File: src/hw/rtl/lir_pkg.sv
`default_nettype none
// ----------------------------------------------------------------------------
// lir_pkg
// Shared constants and types for the linear interpolation resampler.
// ----------------------------------------------------------------------------
package lir_pkg;

  localparam int SAMPLE_WIDTH = 16;
  localparam int FRAC_BITS    = 16;
  localparam int MAX_UPSAMPLE = 8;

  localparam int STEP_W      = 20;
  localparam int CFG_DATA_W  = 20;
  localparam int CFG_IDX_W   = 1;
  localparam int QUEUE_DEPTH = 2;

  localparam logic [STEP_W-1:0] STEP_RESET   = STEP_W'(65536);
  localparam logic              BYPASS_RESET = 1'b1;

  typedef enum logic [CFG_IDX_W-1:0] {
    CFG_STEP_Q16 = 1'b0,
    CFG_BYPASS   = 1'b1
  } cfg_index_t;

  typedef enum logic {
    CMD_BYPASS   = 1'b0,
    CMD_INTERVAL = 1'b1
  } cmd_kind_t;

  typedef struct packed {
    cmd_kind_t kind;
    logic      last;
  } cmd_ctrl_t;

  localparam int CTRL_W = $bits(cmd_ctrl_t);

endpackage
`default_nettype wire

File: src/hw/rtl/lir_cmd_fifo.sv
`default_nettype none
// ----------------------------------------------------------------------------
// lir_cmd_fifo
// Short command queue between the front and the back (DEPTH a power of two).
// ----------------------------------------------------------------------------
module lir_cmd_fifo #(
  parameter int WIDTH = 8,
  parameter int DEPTH = lir_pkg::QUEUE_DEPTH
) (
  input  wire logic             clk,
  input  wire logic             rst,
  input  wire logic             push,
  input  wire logic [WIDTH-1:0] wr_data,
  input  wire logic             pop,
  output logic      [WIDTH-1:0] rd_data,
  output logic                  full,
  output logic                  empty
);
  localparam int AW = (DEPTH > 1) ? $clog2(DEPTH) : 1;
  localparam int CW = $clog2(DEPTH + 1);

  logic [WIDTH-1:0] mem [DEPTH];
  logic [AW-1:0]    wr_ptr;
  logic [AW-1:0]    rd_ptr;
  logic [CW-1:0]    count;

  logic do_push;
  logic do_pop;

  assign full    = (count == CW'(DEPTH));
  assign empty   = (count == '0);
  assign do_push = push && !full;
  assign do_pop  = pop && !empty;
  assign rd_data = mem[rd_ptr];

  always_ff @(posedge clk) begin
    if (rst) begin
      wr_ptr <= '0;
      rd_ptr <= '0;
      count  <= '0;
    end else begin
      if (do_push) begin
        mem[wr_ptr] <= wr_data;
        wr_ptr      <= wr_ptr + AW'(1);
      end
      if (do_pop) begin
        rd_ptr <= rd_ptr + AW'(1);
      end
      if (do_push && !do_pop) begin
        count <= count + CW'(1);
      end else if (do_pop && !do_push) begin
        count <= count - CW'(1);
      end
    end
  end
endmodule
`default_nettype wire

File: config.mk
export PLATFORM = sky130hd
export DESIGN_NAME = lir_cmd_fifo
export DESIGN_NICKNAME = d
export VERILOG_FILES = /design/src/hw/rtl/lir_pkg.sv /design/src/hw/rtl/lir_cmd_fifo.sv
export SDC_FILE = /design/constraint.sdc
export NUM_CORES = 1
export LEC_CHECK = 0
export BUFFER_PORTS_ARGS = -buffer_cell sky130_fd_sc_hd__buf_2
export CAP_MARGIN = 10
export CORE_UTILIZATION = 44
export CTS_CLUSTER_SIZE = 10
export DETAILED_ROUTE_END_ITERATION = 8
export GPL_TIMING_DRIVEN = 0
export HOLD_SLACK_MARGIN = 0.08
export PLACE_DENSITY = 0.74
export SYNTH_ARGS = -nofsm -noshare
export SYNTH_HDL_FRONTEND = slang
export SYNTH_SLANG_ARGS = --single-unit
File: constraint.sdc
create_clock -name clk -period 1.8 [get_ports clk]
set_input_delay 0.36 -clock clk [delete_from_list [all_inputs] [get_ports clk]]
set_output_delay 0.36 -clock clk [all_outputs]
set_load 0.03 [all_outputs]
==> metrics.cfg <==
[timing]
final_hold_viol_count = 0
fin_skew_ps = 1.92
grt_setup_unrepaired = no
period_share = 0.943
slew_violations = 0
slew_headroom = 0.556
setup_viol = 0
whs_ps = 253
min_period_ps = 1700
fmax_ghz = 0.589
worst_slew_pin_slew_ps = 663
setup_tns_ps = 0

[worst_setup_path]
cp.arrival_ps = 1920
critPathLaunchType = register
critPathMaxFanout = 5
endpoint_kind = register
crit_type = reg -> reg
cp.required_ps = 2020

[layout]
syn2layout_area_growth_pct = 22.8
nets = 90
final_area_um2 = 985
drive_gt1_frac = 0.500
antenna_cells = 0
final_core_util = 0.577

[power_and_ir_drop]
seqPwrFrac = 0.472
switching_share = 0.352
internal_power_uw = 876
p_per_area_nw_per_um2 = 1370
power_switching_uw = 476
power_uw = 1350
pwr-share-comb = 0.369
leakage_uw = 0.000387
clkPwrFrac = 0.158
ir_drop_mv = 1.08

[die]
die_w_um = 44.7
die_y_um = 44.7
start_util = 0.470
num_io_pins = 22
die_area_um2 = 2000
core_area_um2 = 1710
num_rows = 15

[yosys]
syn_area_um2 = 802
synth_top_area_frac = 0.599
synth_cell_types = 15
synth-seq-cells = 21
synthArstFlopShare = 0
ys_top_cells_by_area = edfxtp_1 60%, dfxtp_1 12%, mux2_2 11%, xor2_1 3.3%, o21ai_0 1.9%
synth.largest_area_cell = edfxtp_1
synth-edff-count = 16
syn_inst = 51
ys_warn_count = 0
syn_area_per_cell_um2 = 15.7
yosysSeqAreaShare = 0.724
ys.flop_type = edfxtp_1
synth_fp_nets = 64
yosys-top-cells-count = 16 x edfxtp_1, 8 x mux2_2, 5 x dfxtp_1, 4 x nor2_1
synth_most_common_cell = edfxtp_1

[global_routing]
met2_usage = 0.268
met1_usage = 0.136
grt_pass1_wl_mm = 1.95
grt_use_met3 = 0.0480
grt_max_degree = 13
first_global_vias = 489
grt_usage = 0.145
busiest_layer = met2
grt_overflow = 0
antenna_found_initial = 0

[placement]
globalplace.congestion = 0.615
dpl.hpwl_um = 921
place_area_um2 = 943
io_buffers = 21

[detailed_routing]
wl_per_cell_um = 12.2
drc = 0
vias_per_cell = 5.03
vias = 508
drt_wl_total_mm = 1.23
final_antenna_net_count = 0
first_iter_violations = 11
dr.pass1.iters = 3

[status]
status = finished clean

[clock_tree]
cts_buffer_depth = 2
numCtsBuffers = 3
clkLatencyLatePin_ps = 290
cts_setup_buffers = 0
cts_tree = built
clk_pin_slew_ps = 110
clock-sinks = 21
root_buffer = clkbuf_4
cts_hold_buf = 0
htreeDepth = 1
cts_resized = 2

[worst_hold_path]
hp-class = in -> reg

[run]
cap_violations = 0

stage by stage:
stage	worst slack, ps	cells
4_1_cts	53.0	101
3_5_place_dp	-322	97
3_3_place_gp	-245	97
2_1_floorplan	24.1	51
5_1_grt	0.0149	101
6_report	102	101
cell usage in the layout (no fill, tap or decap), drive strengths merged, types with 3 or more instances in the layout:
| cell | instances |
|---|---|
| dfxtp | 5 |
| mux2 | 8 |
| buf | 21 |
| o21ai | 3 |
| edfxtp | 16 |
| xor2 | 3 |
| nor2 | 4 |
| clkbuf | 4 |
layout make-up:
class | count | area, um^2
buffer | 1 | 7.51
clock buffer | 3 | 22.5
clock inverter | 1 | 5.00
fill | 152 | 723
inverter | 2 | 7.51
multi-input combinational | 27 | 224
sequential | 21 | 582
tap | 25 | 31.3
timing repair buffer | 21 | 105
sequential cells by signal (all words and copies together), names as in the netlist, named ones only:
| signal | flops |
|---|---|
| mem | 16 |
| wr_ptr | 1 |
| count | 2 |
| rd_ptr | 1 |
power by group through the flow:
stage	registers (uW)	logic (uW)	clock network (uW)
6_report	639	499	214
5_1_grt	649	541	244
4_1_cts	637	505	223
3_5_place_dp	648	498	0
3_3_place_gp	643	482	0
2_1_floorplan	637	384	0
routing by layer:
layer	share of wire	vias up
li1	-	238
met1	0.40	255
met2	0.55	13
met3	0.045	2
met4	0.0097	0
met5	0	-
final timing paths:
path                                       startpoint                    end  slack, ps  depth (start not counted)
worst min-delay path                       wr_data[1]    mem[1][1]$_DFFE_PP_        250                          1
worst max-delay path            count[0]$_SDFFE_PP0P_  count[1]$_SDFFE_PP0P_        100                          6
worst max register to register  count[0]$_SDFFE_PP0P_  count[1]$_SDFFE_PP0P_        100                          6
worst min register to register  count[1]$_SDFFE_PP0P_  count[1]$_SDFFE_PP0P_        520                          2
critical path, cell delays in order (launching register included):
cell      delay [ps]
dfxtp_1          390
nor2b_4          150
nand2b_1         180
inv_1             60
ha_1             330
or3_1            370
a21oi_1          150
logic make-up after synthesis:
| family | count (synthesis) | share of synthesized area |
|---|---|---|
| and+or+nand+nor | 10 | 0.0686 |
| adders and majority gates | 1 | 0.0156 |
| xor gates and xnor gates | 3 | 0.0328 |
| buffers and inverters | 3 | 0.0156 |
| AOI/OAI and AO/OA | 5 | 0.0312 |
| muxes | 8 | 0.112 |
| DFF | 21 | 0.724 |
No activity file was read; power rests on OpenSTA's default activity.
