[config.mk]
export PLATFORM = sky130hd
export DESIGN_NAME = lir_back_flat
export DESIGN_NICKNAME = d
export VERILOG_FILES = /design/src/hw/rtl/lir_pkg.sv /design/src/hw/rtl/lir_out_if.sv /design/src/hw/rtl/lir_back.sv /design/src/flat_wrapper.sv
export SDC_FILE = /design/constraint.sdc
export NUM_CORES = 1
export LEC_CHECK = 0
export BUFFER_PORTS_ARGS = -buffer_cell sky130_fd_sc_hd__buf_2
export CAP_MARGIN = 20
export CORE_UTILIZATION = 45
export DETAILED_ROUTE_END_ITERATION = 12
export PLACE_DENSITY = 0.67
export SYNTH_ARGS = -nofsm -noshare
export SYNTH_HDL_FRONTEND = slang
export SYNTH_SLANG_ARGS = --single-unit
[constraint.sdc]
create_clock -name clk -period 13.7 [get_ports clk]
set_input_delay 1.37 -clock clk [delete_from_list [all_inputs] [get_ports clk]]
set_output_delay 1.37 -clock clk [all_outputs]
set_load 0.03 [all_outputs]
[src/hw/rtl/lir_pkg.sv]
`default_nettype none
// ----------------------------------------------------------------------------
// lir_pkg
// Shared constants and types for the linear interpolation resampler.
// ----------------------------------------------------------------------------
package lir_pkg;

  localparam int SAMPLE_WIDTH = 16;
  localparam int FRAC_BITS    = 16;
  localparam int MAX_UPSAMPLE = 8;

  localparam int STEP_W      = 20;
  localparam int CFG_DATA_W  = 20;
  localparam int CFG_IDX_W   = 1;
  localparam int QUEUE_DEPTH = 2;

  localparam logic [STEP_W-1:0] STEP_RESET   = STEP_W'(65536);
  localparam logic              BYPASS_RESET = 1'b1;

  typedef enum logic [CFG_IDX_W-1:0] {
    CFG_STEP_Q16 = 1'b0,
    CFG_BYPASS   = 1'b1
  } cfg_index_t;

  typedef enum logic {
    CMD_BYPASS   = 1'b0,
    CMD_INTERVAL = 1'b1
  } cmd_kind_t;

  typedef struct packed {
    cmd_kind_t kind;
    logic      last;
  } cmd_ctrl_t;

  localparam int CTRL_W = $bits(cmd_ctrl_t);

endpackage
`default_nettype wire

[src/hw/rtl/lir_out_if.sv]
`default_nettype none
// ----------------------------------------------------------------------------
// lir_out_if
// Result channel: valid/ready with one output sample and its run/stream marks.
// ----------------------------------------------------------------------------
interface lir_out_if #(
  parameter int SAMPLE_WIDTH = lir_pkg::SAMPLE_WIDTH
) ();
  logic                           valid;
  logic                           ready;
  logic signed [SAMPLE_WIDTH-1:0] out_sample;
  logic                           last_of_run;
  logic                           stream_end;

  modport source (output valid, output out_sample, output last_of_run,
                  output stream_end, input ready);
  modport sink   (input valid, input out_sample, input last_of_run,
                  input stream_end, output ready);
endinterface
`default_nettype wire

[src/hw/rtl/lir_back.sv]
`default_nettype none
// ----------------------------------------------------------------------------
// lir_back
// Executes queued commands: walks the read position over one interval,
// one product per cycle unless stalled, rounding toward zero into o_sample.
// ----------------------------------------------------------------------------
module lir_back #(
  parameter int SAMPLE_WIDTH = lir_pkg::SAMPLE_WIDTH,
  parameter int FRAC_BITS    = lir_pkg::FRAC_BITS,
  parameter int MAX_UPSAMPLE = lir_pkg::MAX_UPSAMPLE
) (
  input  wire logic                              clk,
  input  wire logic                              rst,
  input  wire logic        [lir_pkg::STEP_W-1:0] step_q16,
  input  wire logic                              q_empty,
  output logic                                   q_pop,
  input  wire lir_pkg::cmd_ctrl_t                q_ctrl,
  input  wire logic signed [SAMPLE_WIDTH-1:0]    q_a,
  input  wire logic signed [SAMPLE_WIDTH-1:0]    q_b,
  lir_out_if.source                              results
);
  localparam int SW       = SAMPLE_WIDTH;
  localparam int SE_W     = (lir_pkg::STEP_W > FRAC_BITS) ? lir_pkg::STEP_W : FRAC_BITS;
  localparam int POS_W    = SE_W + 1;
  localparam int N_W      = $clog2(MAX_UPSAMPLE + 1);
  localparam int PROD_W   = SW + FRAC_BITS + 2;
  localparam int MIN_STEP = (2 ** FRAC_BITS + MAX_UPSAMPLE - 1) / MAX_UPSAMPLE;

  localparam logic [POS_W-1:0]  ONE_POS  = POS_W'(1) << FRAC_BITS;
  localparam logic [SE_W-1:0]   STEP_MIN = SE_W'(MIN_STEP);
  localparam logic [PROD_W-1:0] RND_BIAS = PROD_W'(2 ** FRAC_BITS - 1);

  // command under work
  logic                    busy;
  lir_pkg::cmd_ctrl_t      wk_ctrl;
  logic signed [SW-1:0]    wk_a;
  logic signed [SW-1:0]    wk_b;
  logic [N_W-1:0]          n;
  logic [POS_W-1:0]        pos;

  // product stage
  logic                    m_valid;
  logic signed [SW-1:0]    m_a;
  logic signed [PROD_W-1:0] m_prod;
  logic                    m_lor;
  logic                    m_se;

  // output stage
  logic                    o_valid;
  logic signed [SW-1:0]    o_sample;
  logic                    o_lor;
  logic                    o_se;

  logic [SE_W-1:0]         step_eff;
  logic [POS_W-1:0]        pos_next;
  logic [N_W-1:0]          n_next;
  logic                    pos_ge_one;
  logic                    next_ge_one;
  logic                    done;
  logic signed [SW:0]      diff;
  logic signed [FRAC_BITS:0] pfrac;
  logic signed [PROD_W-1:0] prod;
  logic                    o_adv;
  logic                    m_adv;
  logic                    m_free;
  logic                    issue;
  logic signed [PROD_W-1:0] num;
  logic signed [PROD_W-1:0] num_adj;
  logic signed [PROD_W-1:0] quot;

  assign step_eff    = (SE_W'(step_q16) < STEP_MIN) ? STEP_MIN : SE_W'(step_q16);
  assign pos_next    = pos + POS_W'(step_eff);
  assign n_next      = n + N_W'(1);
  assign pos_ge_one  = (pos >= ONE_POS);
  assign next_ge_one = (pos_next >= ONE_POS);
  assign done        = next_ge_one || (n_next == N_W'(MAX_UPSAMPLE));

  assign diff  = {wk_b[SW-1], wk_b} - {wk_a[SW-1], wk_a};
  assign pfrac = $signed({1'b0, pos[FRAC_BITS-1:0]});
  assign prod  = pfrac * diff;

  assign o_adv  = !o_valid || results.ready;
  assign m_adv  = m_valid && o_adv;
  assign m_free = !m_valid || o_adv;
  assign issue  = busy && m_free &&
                  ((wk_ctrl.kind == lir_pkg::CMD_BYPASS) || !pos_ge_one);
  assign q_pop  = !busy && !q_empty;

  assign num     = (PROD_W'(m_a) <<< FRAC_BITS) + m_prod;
  assign num_adj = num + (num[PROD_W-1] ? RND_BIAS : '0);
  assign quot    = num_adj >>> FRAC_BITS;

  assign results.valid       = o_valid;
  assign results.out_sample  = o_sample;
  assign results.last_of_run = o_lor;
  assign results.stream_end  = o_se;

  always_ff @(posedge clk) begin
    if (rst) begin
      busy    <= 1'b0;
      n       <= '0;
      pos     <= '0;
      m_valid <= 1'b0;
      o_valid <= 1'b0;
    end else begin
      if (q_pop) begin
        busy    <= 1'b1;
        wk_ctrl <= q_ctrl;
        wk_a    <= q_a;
        wk_b    <= q_b;
        n       <= '0;
      end else if (busy) begin
        unique case (wk_ctrl.kind)
          lir_pkg::CMD_BYPASS: begin
            if (m_free) begin
              busy <= 1'b0;
            end
          end
          lir_pkg::CMD_INTERVAL: begin
            if (pos_ge_one) begin
              busy <= 1'b0;
              pos  <= wk_ctrl.last ? '0 : pos - ONE_POS;
            end else if (m_free) begin
              if (done) begin
                busy <= 1'b0;
                pos  <= (wk_ctrl.last || !next_ge_one) ? '0 : pos_next - ONE_POS;
              end else begin
                pos <= pos_next;
                n   <= n_next;
              end
            end
          end
          default: begin
            busy <= 1'b0;
          end
        endcase
      end

      if (issue) begin
        m_valid <= 1'b1;
        if (wk_ctrl.kind == lir_pkg::CMD_BYPASS) begin
          m_a    <= wk_b;
          m_prod <= '0;
          m_lor  <= 1'b1;
          m_se   <= wk_ctrl.last;
        end else begin
          m_a    <= wk_a;
          m_prod <= prod;
          m_lor  <= done;
          m_se   <= done && wk_ctrl.last;
        end
      end else if (m_adv) begin
        m_valid <= 1'b0;
      end

      if (o_adv) begin
        o_valid  <= m_valid;
        o_sample <= quot[SW-1:0];
        o_lor    <= m_lor;
        o_se     <= m_se;
      end
    end
  end

  a_end_marks_run: assert property (@(posedge clk) disable iff (rst)
    o_valid |-> (!o_se || o_lor))
    else $error("stream end without end of run");

  a_run_bound: assert property (@(posedge clk) disable iff (rst)
    busy |-> (n < N_W'(MAX_UPSAMPLE)))
    else $error("result count per input exceeds bound");

  a_m_hold: assert property (@(posedge clk) disable iff (rst)
    (m_valid && !o_adv) |=> (m_valid && $stable(m_prod) && $stable(m_a)))
    else $error("product stage lost data under stall");

  a_pos_idle_zero: assert property (@(posedge clk) disable iff (rst)
    (busy && wk_ctrl.kind == lir_pkg::CMD_INTERVAL && n != '0) |-> !pos_ge_one)
    else $error("position left interval without ending run");
endmodule
`default_nettype wire
[src/flat_wrapper.sv]
// flat-port wrapper written by rule: the top's interface ports become plain ports
module lir_back_flat 
#(
  parameter int SAMPLE_WIDTH = lir_pkg::SAMPLE_WIDTH,
  parameter int FRAC_BITS    = lir_pkg::FRAC_BITS,
  parameter int MAX_UPSAMPLE = lir_pkg::MAX_UPSAMPLE
)
  (clk, rst, step_q16, q_empty, q_pop, q_ctrl, q_a, q_b, results_valid, results_out_sample, results_last_of_run, results_stream_end, results_ready);
  lir_out_if #(.SAMPLE_WIDTH(SAMPLE_WIDTH)) results_i ();
  input  wire logic clk;
  input  wire logic rst;
  input  wire logic        [lir_pkg::STEP_W-1:0] step_q16;
  input  wire logic q_empty;
  output logic q_pop;
  input  wire lir_pkg::cmd_ctrl_t q_ctrl;
  input  wire logic signed [SAMPLE_WIDTH-1:0] q_a;
  input  wire logic signed [SAMPLE_WIDTH-1:0] q_b;
  output wire logic [$bits(results_i.valid)-1:0] results_valid;
  output wire logic [$bits(results_i.out_sample)-1:0] results_out_sample;
  output wire logic [$bits(results_i.last_of_run)-1:0] results_last_of_run;
  output wire logic [$bits(results_i.stream_end)-1:0] results_stream_end;
  input wire logic [$bits(results_i.ready)-1:0] results_ready;
  assign results_valid = results_i.valid;
  assign results_out_sample = results_i.out_sample;
  assign results_last_of_run = results_i.last_of_run;
  assign results_stream_end = results_i.stream_end;
  assign results_i.ready = results_ready;
  lir_back #(.SAMPLE_WIDTH(SAMPLE_WIDTH), .FRAC_BITS(FRAC_BITS), .MAX_UPSAMPLE(MAX_UPSAMPLE)) u_core (.clk(clk), .rst(rst), .step_q16(step_q16), .q_empty(q_empty), .q_pop(q_pop), .q_ctrl(q_ctrl), .q_a(q_a), .q_b(q_b), .results(results_i));
endmodule
==> qor.csv <==
metric,value,unit
status,"complete, no violations",
rows,72,
initial_utilization,45.73,%
gp_congestion,0.8817,
nFillCells,3534,
die-width,200.2,µm
globalRouteTotalUtil,20.76,%
netlist_area,17670,µm²
synth_area_leaders,"fa_1, edfxtp_1, ha_1",
max_cap_violations,0,
slowest_delay,0.55,ns
final_core_util,49.99,%
dr_total_vias,13081,
clock_latency,0.44,ns
yosysWarnings,0,
dr.pass1.iters,7,
timing.final.ws_setup,4.613,ns
max_freq,110.0,MHz
grt_overflow,0,
start_kind,flip-flop,
die_area,40070,µm²
cts_hold_buf,0,
rsz0062_at_grt,no,
use_met2,35.53,%
wire_per_inst,16.49,µm
numPortBuffers,77,
nNetsFinal,2409,
cts.clk_slew.worst_paths,0.07,ns
finalMaxSlewViolations,0,
hp-class,reg2reg,
cts_made_buffers,17,
skew,0.01346,ns
cp_max_fo,16,
die_h,200.2,µm
viasPerCell,5.298,
synth_top_cell_area_share,24.01,%
first_global_vias,13532,
slowest_stage,nand3b_1,
ant_nets,0,
p_leak,9.580,nW
pre_cts_slack,4.753,ns
required,13.90,ns
post_cts_buffers,0,
cp-end-kind,flip-flop,
p_total,1.424,mW
crit_arrival,9.28,ns
pin_count,78,
drcViolationCount,0,
irDropWorstVdd,76.66,µV
async_flop_share,0,%
ys.flop_type,edfxtp_1,
cts.path.max_buffers,2,
gr-usage-met3,2.880,%
core,38650,µm²
drt_iter0_drc,691,
synth-edff-count,104,
setup_viol,0,
grt.met1_usage,27.52,%
fin_crit,9.087,ns
grt_pass1_wl,67080,µm
setup_tns,0,ns
clock-sinks,132,
antenna_found_initial,2,
fin_crit_sh,66.33,%
path_delay_family,adder cells,
h-tree-depth,4,
cp_common_cell,fa_1,
synthDistinctLibCells,74,
synth_top_area_cell,fa_1,
slew_headroom,29.25,%
syn_avg_cell_area,9.361,µm²
drive_gt1_share,9.124,%
hold_viol_final,0,
ys_seq_elements,132,
hold_slack,0.4181,ns
power_density,73.71,nW/µm²
seq_area_frac_synth,20.84,%
clockRootBuffer,clkbuf_16,
cts_resized,0,
wl,40710,µm
top_usage_layer,met2,
critPathKind,reg2reg,
cts_tree,yes,
synth_fp_nets,2359,
synthCells,1888,
timing.critical_path.buf_inv,4,
areaGrowthSynthToFinish,9.317,%
tightest_slew,1.060,ns
n_antenna_cell,0,
grt_max_degree,63,
place_hpwl,32110,µm
-- synth_stat cells, types with 14 or more instances --
cell	n
nor2_1	68
dfxtp_1	28
clkbuf_1	61
nand2_1	186
xor2_1	27
fa_1	212
a21oi_1	70
ha_1	201
nor2b_1	46
nand3_1	30
edfxtp_1	104
nor3_1	28
xnor2_1	54
o21ai_0	37
a211oi_1	17
a21o_1	35
mux2_2	14
inv_1	327
and2_1	117
nand2b_1	19
and3_1	17
-- routing by layer --
layer	wire length [µm]	part of all wire, %
met2	19800	49
met4	882	2.2
met3	1764	4.3
met1	18260	45
met5	0	0
-- layout make-up --
type | instances | area, µm² | area share [%]
multi-input combinational | 1360 | 12540 | 64.93
sequential | 132 | 3684 | 19.07
clock buffer | 18 | 429.2 | 2.221
tap | 518 | 648.1 | 3.355
timing repair buffer | 100 | 569.3 | 2.947
inverter | 327 | 1227 | 6.353
clock inverter | 14 | 217.7 | 1.127
-- cells by family after synthesis --
kind of cell	count (synthesis)	share of synthesized area, %
AOI/OAI and AO/OA	251	9.607
DFF	132	20.84
adders and majority gates	413	38.24
and+or+nand+nor	599	17.83
xor gates and xnor gates	81	4.014
muxes	16	1.005
buffers and inverters	396	8.453
-- cell usage in the layout, fill, tap and decap left out, types with 27 or more instances in the layout --
cell type  Yosys  final
a21o_1        35     35
a21oi_1       70     69
and2_1       117    117
buf_2          0     77
dfxtp_1       28     28
edfxtp_1     104    104
fa_1         212    212
ha_1         201    201
inv_1        327    327
nand2_1      186    186
nand3_1       30     30
nor2_1        68     67
nor2b_1       46     46
nor3_1        28     27
o21ai_0       37     37
xnor2_1       54     51
-- path summary, 6_finish.rpt --
check	slack (ns)	start	cells past startpoint	endpoint
setup / recovery	4.61	u_core.wk_a[1]$_DFFE_PP_	30	u_core.m_prod[30]$_SDFFCE_PN0P_
hold / removal	0.42	u_core.m_se$_DFFE_PP_	0	u_core.results.stream_end$_DFFE_PP_
setup reg to reg	4.61	u_core.wk_a[1]$_DFFE_PP_	30	u_core.m_prod[30]$_SDFFCE_PN0P_
hold reg to reg	0.42	u_core.m_se$_DFFE_PP_	0	u_core.results.stream_end$_DFFE_PP_
-- power breakdown --
part / internal (mW) / switching (mW)
Clock: 0.312 / 0.197
Sequential: 0.456 / 0.0137
Combinational: 0.172 / 0.273
-- state kept, by name, summed over array words and instances, names as in the netlist --
| signal | flops |
|---|---|
| u_core.results.last_of_run | 1 |
| u_core.results.out_sample | 16 |
| u_core.wk_b | 16 |
| u_core.m_lor | 1 |
| u_core.m_valid | 1 |
| u_core.m_prod | 34 |
| u_core.m_a | 16 |
| u_core.m_se | 1 |
| u_core.n | 4 |
| u_core.busy | 1 |
| u_core.pos | 21 |
| u_core.wk_a | 16 |
| u_core.wk_ctrl | 2 |
| u_core.results.valid | 1 |
| u_core.results.stream_end | 1 |
-- metrics by stage --
stage	cell area, µm²	std cells
floorplan	17670	1888
global placement	18640	2434
detailed placement	18640	2434
CTS	19290	2466
global route	19320	2469
finish	19320	2469
Power figures use the tool's default switching activity.
