[src/hw/rtl/lir_pkg.sv]
`default_nettype none
// ----------------------------------------------------------------------------
// lir_pkg
// Shared constants and types for the linear interpolation resampler.
// ----------------------------------------------------------------------------
package lir_pkg;

  localparam int SAMPLE_WIDTH = 16;
  localparam int FRAC_BITS    = 16;
  localparam int MAX_UPSAMPLE = 8;

  localparam int STEP_W      = 20;
  localparam int CFG_DATA_W  = 20;
  localparam int CFG_IDX_W   = 1;
  localparam int QUEUE_DEPTH = 2;

  localparam logic [STEP_W-1:0] STEP_RESET   = STEP_W'(65536);
  localparam logic              BYPASS_RESET = 1'b1;

  typedef enum logic [CFG_IDX_W-1:0] {
    CFG_STEP_Q16 = 1'b0,
    CFG_BYPASS   = 1'b1
  } cfg_index_t;

  typedef enum logic {
    CMD_BYPASS   = 1'b0,
    CMD_INTERVAL = 1'b1
  } cmd_kind_t;

  typedef struct packed {
    cmd_kind_t kind;
    logic      last;
  } cmd_ctrl_t;

  localparam int CTRL_W = $bits(cmd_ctrl_t);

endpackage
`default_nettype wire

[src/hw/rtl/lir_in_if.sv]
`default_nettype none
// ----------------------------------------------------------------------------
// lir_in_if
// Input sample channel: valid/ready with one sample and its end-of-stream mark.
// ----------------------------------------------------------------------------
interface lir_in_if #(
  parameter int SAMPLE_WIDTH = lir_pkg::SAMPLE_WIDTH
) ();
  logic                           valid;
  logic                           ready;
  logic signed [SAMPLE_WIDTH-1:0] in_sample;
  logic                           last_sample;

  modport source (output valid, output in_sample, output last_sample, input ready);
  modport sink   (input valid, input in_sample, input last_sample, output ready);
endinterface
`default_nettype wire

[src/hw/rtl/lir_front.sv]
`default_nettype none
// ----------------------------------------------------------------------------
// lir_front
// Accepts input samples, tracks the previous sample and queues one command
// per bypass sample and per sample with a predecessor (copy or interval).
// ----------------------------------------------------------------------------
module lir_front #(
  parameter int SAMPLE_WIDTH = lir_pkg::SAMPLE_WIDTH
) (
  input  wire logic                           clk,
  input  wire logic                           rst,
  lir_in_if.sink                              samples,
  input  wire logic                           bypass,
  input  wire logic                           q_full,
  output logic                                q_push,
  output lir_pkg::cmd_ctrl_t                  q_ctrl,
  output logic signed [SAMPLE_WIDTH-1:0]      q_a,
  output logic signed [SAMPLE_WIDTH-1:0]      q_b
);
  logic signed [SAMPLE_WIDTH-1:0] prev_sample;
  logic                           have_prev;
  logic                           accept;

  assign samples.ready = !q_full;
  assign accept        = samples.valid && samples.ready;

  assign q_push      = accept && (bypass || have_prev);
  assign q_ctrl.kind = bypass ? lir_pkg::CMD_BYPASS : lir_pkg::CMD_INTERVAL;
  assign q_ctrl.last = samples.last_sample;
  assign q_a         = bypass ? samples.in_sample : prev_sample;
  assign q_b         = samples.in_sample;

  always_ff @(posedge clk) begin
    if (rst) begin
      prev_sample <= '0;
      have_prev   <= 1'b0;
    end else if (accept && !bypass) begin
      if (samples.last_sample) begin
        prev_sample <= '0;
        have_prev   <= 1'b0;
      end else begin
        prev_sample <= samples.in_sample;
        have_prev   <= 1'b1;
      end
    end
  end
endmodule
`default_nettype wire

[src/flat_wrapper.sv]
// flat-port wrapper written by rule: the top's interface ports become plain ports
module lir_front_flat 
#(
  parameter int SAMPLE_WIDTH = lir_pkg::SAMPLE_WIDTH
)
  (clk, rst, bypass, q_full, q_push, q_ctrl, q_a, q_b, samples_valid, samples_in_sample, samples_last_sample, samples_ready);
  lir_in_if #(.SAMPLE_WIDTH(SAMPLE_WIDTH)) samples_i ();
  input  wire logic clk;
  input  wire logic rst;
  input  wire logic bypass;
  input  wire logic q_full;
  output logic q_push;
  output lir_pkg::cmd_ctrl_t q_ctrl;
  output logic signed [SAMPLE_WIDTH-1:0] q_a;
  output logic signed [SAMPLE_WIDTH-1:0] q_b;
  input wire logic [$bits(samples_i.valid)-1:0] samples_valid;
  input wire logic [$bits(samples_i.in_sample)-1:0] samples_in_sample;
  input wire logic [$bits(samples_i.last_sample)-1:0] samples_last_sample;
  output wire logic [$bits(samples_i.ready)-1:0] samples_ready;
  assign samples_i.valid = samples_valid;
  assign samples_i.in_sample = samples_in_sample;
  assign samples_i.last_sample = samples_last_sample;
  assign samples_ready = samples_i.ready;
  lir_front #(.SAMPLE_WIDTH(SAMPLE_WIDTH)) u_core (.clk(clk), .rst(rst), .samples(samples_i), .bypass(bypass), .q_full(q_full), .q_push(q_push), .q_ctrl(q_ctrl), .q_a(q_a), .q_b(q_b));
endmodule
[config.mk]
export PLATFORM = sky130hd
export DESIGN_NAME = lir_front_flat
export DESIGN_NICKNAME = d
export VERILOG_FILES = /design/src/hw/rtl/lir_pkg.sv /design/src/hw/rtl/lir_in_if.sv /design/src/hw/rtl/lir_front.sv /design/src/flat_wrapper.sv
export SDC_FILE = /design/constraint.sdc
export NUM_CORES = 1
export LEC_CHECK = 0
export ABC_AREA = 1
export BUFFER_PORTS_ARGS = -buffer_cell sky130_fd_sc_hd__buf_2
export CORE_UTILIZATION = 45
export DETAILED_ROUTE_END_ITERATION = 16
export HOLD_SLACK_MARGIN = 0.05
export PLACE_DENSITY = 0.79
export SLEW_MARGIN = 20
export SYNTH_ARGS = -nofsm -noshare
export SYNTH_HDL_FRONTEND = slang
export SYNTH_SLANG_ARGS = --single-unit
[constraint.sdc]
create_clock -name clk -period 1 [get_ports clk]
set_input_delay 0.2 -clock clk [delete_from_list [all_inputs] [get_ports clk]]
set_output_delay 0.2 -clock clk [all_outputs]
set_load 0.01 [all_outputs]
==> results of run 1 <==
## synth_stat cells (all sizes together)
cell | count | area, µm²
a21oi | 1 | 5.000
o21ai | 16 | 80.08
clkbuf | 2 | 7.510
clkinv | 1 | 3.750
nor2 | 50 | 187.7
nand2 | 51 | 191.4
inv | 36 | 135.1
buf | 24 | 173.9
dfxtp | 17 | 340.3
nand3 | 1 | 17.52
## metrics by stage
step | hold slack [ns] | setup TNS [ns] | instances
after floorplan | 0.4349 | 0 | 199
after global placement | 0.5041 | -0.009816 | 262
after detailed placement | 0.5081 | -0.2888 | 262
after CTS | 0.2565 | -1.624 | 268
after global routing | 0.2633 | -2.603 | 272
final | 0.2540 | -1.635 | 272
## worst min path at each step
| stage | from | endpoint | slack [ns] | depth (start not counted) |
|---|---|---|---|---|
| 2_1_floorplan | samples_in_sample[0] | u_core.prev_sample[0]$_SDFFE_PP0P_ | 0.43 | 4 |
| 3_3_place_gp | u_core.prev_sample[9]$_SDFFE_PP0P_ | u_core.prev_sample[9]$_SDFFE_PP0P_ | 0.50 | 4 |
| 3_5_place_dp | u_core.prev_sample[4]$_SDFFE_PP0P_ | u_core.prev_sample[4]$_SDFFE_PP0P_ | 0.51 | 4 |
| 4_1_cts | samples_in_sample[5] | u_core.prev_sample[5]$_SDFFE_PP0P_ | 0.26 | 5 |
| 5_1_grt | samples_in_sample[9] | u_core.prev_sample[9]$_SDFFE_PP0P_ | 0.26 | 5 |
| 6_report | samples_in_sample[9] | u_core.prev_sample[9]$_SDFFE_PP0P_ | 0.25 | 5 |
## kinds of logic after synthesis
group | synth area share, %
compound gates | 7.448
buf+inv | 28.04
flops | 29.79
simple gates | 34.72
## power groups by stage
stage	sequential (µW)	clock (µW)	combinational (µW)
after floorplan	733	0	283
after global placement	734	0	414
after detailed placement	735	0	421
after CTS	722	369	439
after global routing	734	412	513
final	731	369	458
## flip-flops by register name, indices dropped and copies added, names as in the netlist
name / cells
u_core.have_prev: 1
u_core.prev_sample: 16
## cell usage in the layout (no fill, tap or decap), types with 3 or more instances in the layout
| cell type | count |
|---|---|
| buf_2 | 57 |
| nand2_1 | 51 |
| nor2_1 | 50 |
| inv_1 | 19 |
| inv_2 | 17 |
| dfxtp_2 | 16 |
| o21ai_1 | 13 |
| buf_4 | 6 |
| buf_12 | 4 |
| o21ai_2 | 3 |
| clkbuf_4 | 3 |
## timing repair
item | CTS | global route
endpoints found under the setup margin | 17 | 17
buffers inserted | 2 | 4
resized for setup | 25 | 27
gates cloned | 0 | 0
pin swaps | 1 | 9
hold endpoints to repair | 0 | 0
## per-layer routing
layer	up-vias	part of all wire, %	track usage (%)	routed length, µm
met1	483	44	18.85	1086
met2	37	50	33.97	1252
met3	5	5.5	5.217	137
met5	-	0	0	0
met4	0	0.68	3.947	17
li1	644	-	-	-
## worst min-delay path: cells and delay by family
kind	cells	cell delay, ns
simple gates	3	0.17
buf+inv	2	0.16
## layout make-up
class                      instances  area [µm²]  share of cell area [%]
timing repair buffer              67       410.4                   27.96
clock buffer                       4       26.28                   1.790
tap                               28       35.03                   2.387
inverter                          37       138.9                   9.463
multi-input combinational        119       496.7                   33.84
sequential                        17       360.3                   24.55
==> flow_metrics.tcl, run 1 <==
set metrics [dict create \
    drtPass1Iterations 4 \
    skew_ns 0 \
    leakage_uw 0.0009217 \
    seqPwrFrac_pct 47.0 \
    ff2ff_path_depth 5 \
    start_util_pct 49.73 \
    power.internal_uw 1072 \
    gr-usage-all-layers_pct 17.81 \
    p_sw_share_pct 31.19 \
    grt-ovfl-total 0 \
    worst_setup_path_start_kind "flip-flop" \
    area_growth_pct 28.48 \
    die_x_um 52.39 \
    wl_um 2492 \
    crit_end "q_a[14]" \
    stdcell_area_mm2 0.001468 \
    grt_max_degree 21 \
    viasPerCell 4.298 \
    hold_buffers 0 \
    max_slew_margin_pct 69.66 \
    cts_tree "built" \
    grt_pass1_wl_um 3636 \
    insertedDiodeCount 0 \
    setup_violations 17 \
    layout.nets 267 \
    finalHoldViolCount 0 \
    crit_family "flip-flops" \
    synth.distinct_cells 13 \
    arrival_ns 0.94 \
    cts-root-buf "clkbuf_4" \
    ys_ff_latch 17 \
    p_sw_uw 485.8 \
    dp_slack_ns -0.04799 \
    clkTransAtPathRegs_ns 0.10 \
    cp.depth 3 \
    finalCritPeriodShare_pct 113.7 \
    ys_seq_area_share_pct 29.79 \
    worst-path-max-fanout 2 \
    dieArea_mm2 0.002744 \
    synth_nets 221 \
    fin_crit_ns 1.137 \
    comb_power_share_pct 29.4 \
    fill_cells 230 \
    powerDensity_mw_per_mm2 1061 \
    coreArea_mm2 0.002297 \
    fp.dieH_um 52.39 \
    maxCapViolCount 0 \
    post-route-util_pct 63.89 \
    placed_area_mm2 0.001361 \
    r2r_start "u_core.prev_sample[14]$_SDFFE_PP0P_" \
    failed_checks "setup timing" \
    synth_area_per_cell_um2 5.740 \
    crit_required_ns 0.80 \
    worst_pin_slew_ns 0.4523 \
    clkSinkCount 17 \
    first_iter_violations 13 \
    h-tree-depth 1 \
    min_path_type "in -> reg" \
    rsz0062_at_grt "true" \
    critical_path.cell_chain "inv_2 > o21ai_2 > buf_2" \
    worstReg2RegEnd "u_core.prev_sample[14]$_SDFFE_PP0P_" \
    wire_per_inst_um 9.162 \
    numPortBuffers 57 \
    layout-drive-gt1-share_pct 44.26 \
    fmax_mhz 879.2 \
    gp_congestion 0.6928 \
    grt_pass1_vias 907 \
    antenna_found_initial 0 \
    synth_cells 199 \
    route.detailed.drc 0 \
    peakVddDrop_mv 0.9186 \
    dp_hpwl_um 1756 \
    startpoint "u_core.prev_sample[14]$_SDFFE_PP0P_" \
    syn_area_mm2 0.001142 \
    worst_setup_path_end_kind "output pin" \
    io-pin-count 58 \
    synth_warnings 0 \
    drtAntennaViolNets 0 \
    clk_latency_ns 0.29 \
    finalWorstSetupSlack_ns -0.1374 \
    total_power_uw 1558 \
    cts_buffers 3 \
    crit_path_top_delay_cell "dfxtp_2" \
    routed-via-count 1169 \
    status "finished, violations left" \
    reg2reg_setup_slack_ns 0.26 \
    path_buf_inv 2 \
    p_clk_share_pct 23.7 \
    max_stage_delay_ns 0.33 \
    fp-row-count 17 \
    maxSlewViolCount 0 \
    cts_max_path_buffers 2 \
    criticalPathCategory "reg -> out" \
]
Note: power is estimated with default switching activity, not from simulation.
==> run 2, diff against run 1 <==
Settings changed: ABC_AREA 1 to not set, CTS_CLUSTER_SIZE set to 24.
==> run 2 against run 1 <==
Against the previous run:
- the run still ends with setup timing left
- clock skew unchanged
- register-to-register slack got worse by 0.06 ns
- non-clock buffer count fell by 4
- setup slack got worse by 0.087 ns
==> flow_metrics.tcl, run 2 <==
set metrics [dict create \
    crit_required_ns 0.80 \
    route.detailed.drc 0 \
    yosys.area.top_type_share_pct 29.28 \
    fmax_mhz 816.9 \
    hp-start "samples_in_sample[14]" \
    synth.area.mux_share_pct 30.25 \
    ys_top_cells_by_area "dfxtp_1, mux2_2, mux2i_1, buf_4, or3b_1" \
    synth_cells 113 \
    worst_setup_path_end_kind "output pin" \
    synth_area_per_cell_um2 10.29 \
    gp_congestion 0.5703 \
    min_path_type "in -> reg" \
    numPortBuffers 57 \
    fp.dieH_um 52.83 \
    coreArea_mm2 0.002455 \
    h-tree-depth 1 \
    largest_register_ffs 16 \
    start_util_pct 47.35 \
    worst_pin_slew_ns 0.2711 \
    leakage_uw 0.0006811 \
    maxSlewViolCount 0 \
    async_flop_share_pct 0 \
    skew_ns 0 \
    clkTransAtPathRegs_ns 0.09 \
    worstHoldEndpoint "u_core.prev_sample[14]$_SDFFE_PP0P_" \
    peakVddDrop_mv 0.6871 \
    maxCapViolCount 0 \
    synth_edf_count 0 \
    synth_compound_area_share_pct 0.8611 \
    layout_common_cells "buf_2, nand2b_1, mux2i_1" \
    synth_ff_type "dfxtp_1" \
    grt_pass1_wl_um 3429 \
    finalWorstSetupSlack_ns -0.2242 \
    top_register "u_core.prev_sample" \
    criticalPathCategory "reg -> out" \
    min_path_cells 3 \
    rsz0062_at_grt "true" \
    drtAntennaViolNets 0 \
    synth_top_family_by_area "multiplexers" \
    die_x_um 52.83 \
    viasPerCell 4.989 \
    fp-row-count 18 \
    multi_input_area_um2 638.1 \
    synth-simple-area-share_pct 22.60 \
    post-synth-top-area-cell "dfxtp_1" \
    ff2ff_path_depth 2 \
    clkSinkCount 17 \
    ys_seq_area_share_pct 29.28 \
    syn_area_mm2 0.001162 \
    grt_max_degree 22 \
    fin_crit_ns 1.224 \
    antenna_found_initial 0 \
    ys_ff_latch 17 \
    setup_violations 17 \
    fill_cells 224 \
    synthTopCellsByCount "buf_4, dfxtp_1, mux2_2" \
    seqCellArea_um2 359.1 \
    gr-usage-all-layers_pct 16.80 \
    grt-ovfl-total 0 \
    finalCritPeriodShare_pct 122.4 \
    area_growth_pct 29.17 \
    io-pin-count 58 \
    synth_warnings 0 \
    drtPass1Iterations 4 \
    synth.distinct_cells 16 \
    routed-via-count 923 \
    cts_max_path_buffers 2 \
    grt_pass1_vias 791 \
    cts_tree "built" \
    synth_fa_ha_area_share_pct 0 \
    dieArea_mm2 0.002790 \
    max_slew_margin_pct 81.93 \
    setup_tns_ns -3.276 \
    powerDensity_mw_per_mm2 978.7 \
    cts_buffers 3 \
    worst_setup_path_start_kind "flip-flop" \
    r2r_start "u_core.have_prev$_SDFFE_PP0P_" \
    worst-path-max-fanout 2 \
    cts-root-buf "clkbuf_4" \
    first_iter_violations 8 \
    layout-drive-gt1-share_pct 65.81 \
    synth_xor_area_share_pct 0 \
    synth_nets 135 \
    wire_per_inst_um 13.12 \
    dp_slack_ns -0.3122 \
    reg2reg_setup_slack_ns 0.20 \
    worstReg2RegEnd "u_core.have_prev$_SDFFE_PP0P_" \
    biggestRegsByFlops "u_core.prev_sample x16, u_core.have_prev x1" \
    finalHoldViolCount 0 \
    wl_um 2427 \
    status "finished, violations left" \
    layout.nets 178 \
    failed_checks "setup timing" \
    arrival_ns 1.02 \
    dp_hpwl_um 1664 \
    final_common_cell "buf_2" \
    clk_latency_ns 0.28 \
    insertedDiodeCount 0 \
]
[run 2: per-stage QoR]
step | util (%) | hold slack, ns | cells | total power (µW) | area (µm²)
4_1_cts | 58.26 | 0.2606 | 185 | 1447 | 1430
6_report | 61.16 | 0.2587 | 185 | 1469 | 1501
5_1_grt | 61.16 | 0.2583 | 185 | 1545 | 1501
2_1_floorplan | - | 0.3850 | 113 | 972.0 | 1177
3_5_place_dp | 55.20 | 0.4608 | 180 | 1073 | 1355
3_3_place_gp | 55.20 | 0.4563 | 180 | 1063 | 1355
[run 2: routing by layer]
| metal | up-vias | track usage [%] | part of all wire (%) |
|---|---|---|---|
| met2 | 24 | 31.43 | 54 |
| met4 | 0 | 6.579 | 2.1 |
| li1 | 455 | - | - |
| met3 | 6 | 3.188 | 4.3 |
| met1 | 438 | 18.17 | 39 |
| met5 | - | 0 | 0 |
[run 2: report_power, final]
| part | switching (µW) | internal [µW] | leakage (µW) |
|---|---|---|---|
| clock network | 202 | 155 | 0.0000150 |
| registers | 7.31 | 693 | 0.000145 |
| logic | 181 | 231 | 0.000521 |
| total | 390 | 1080 | 0.000681 |
[run 2: worst max-delay path, cell delays in order, from the launching register on]
cell and delay [ns]:
dfxtp_2 0.33, mux2_2 0.28, buf_6 0.13
[run 2: final cells by class]
type / instances / area share [%]
multi-input combinational: 69 / 42.50
inverter: 2 / 0.5000
tap: 30 / 2.500
sequential: 17 / 23.92
clock buffer: 4 / 1.750
timing repair buffer: 63 / 28.83
[run 2: logic make-up (layout without fill, tap and decap cells)]
family / after synthesis / count (layout)
buffers and inverters: 27 / 69
muxes: 33 / 33
and+or+nand+nor: 35 / 35
DFF: 17 / 17
AOI/OAI and AO/OA: 1 / 1
[run 2: what timing repair did]
item,CTS,global route
hold buffers,0,0
setup endpoints to repair,19,17
buffers inserted,1,0
pin swaps,1,0
gates resized for setup,12,19
[run 2: worst max path at each step]
stage / start / end / slack (ns) / cells after the start
after global routing: u_core.prev_sample[6]$_SDFFE_PP0P_ / q_a[6] / -0.25 / 2
after global placement: bypass / q_a[6] / -0.29 / 3
after floorplan: bypass / u_core.have_prev$_SDFFE_PP0P_ / -0.06 / 4
final: u_core.prev_sample[1]$_SDFFE_PP0P_ / q_a[1] / -0.22 / 2
after detailed placement: bypass / u_core.prev_sample[15]$_SDFFE_PP0P_ / -0.31 / 4
after CTS: u_core.prev_sample[6]$_SDFFE_PP0P_ / q_a[6] / -0.21 / 2
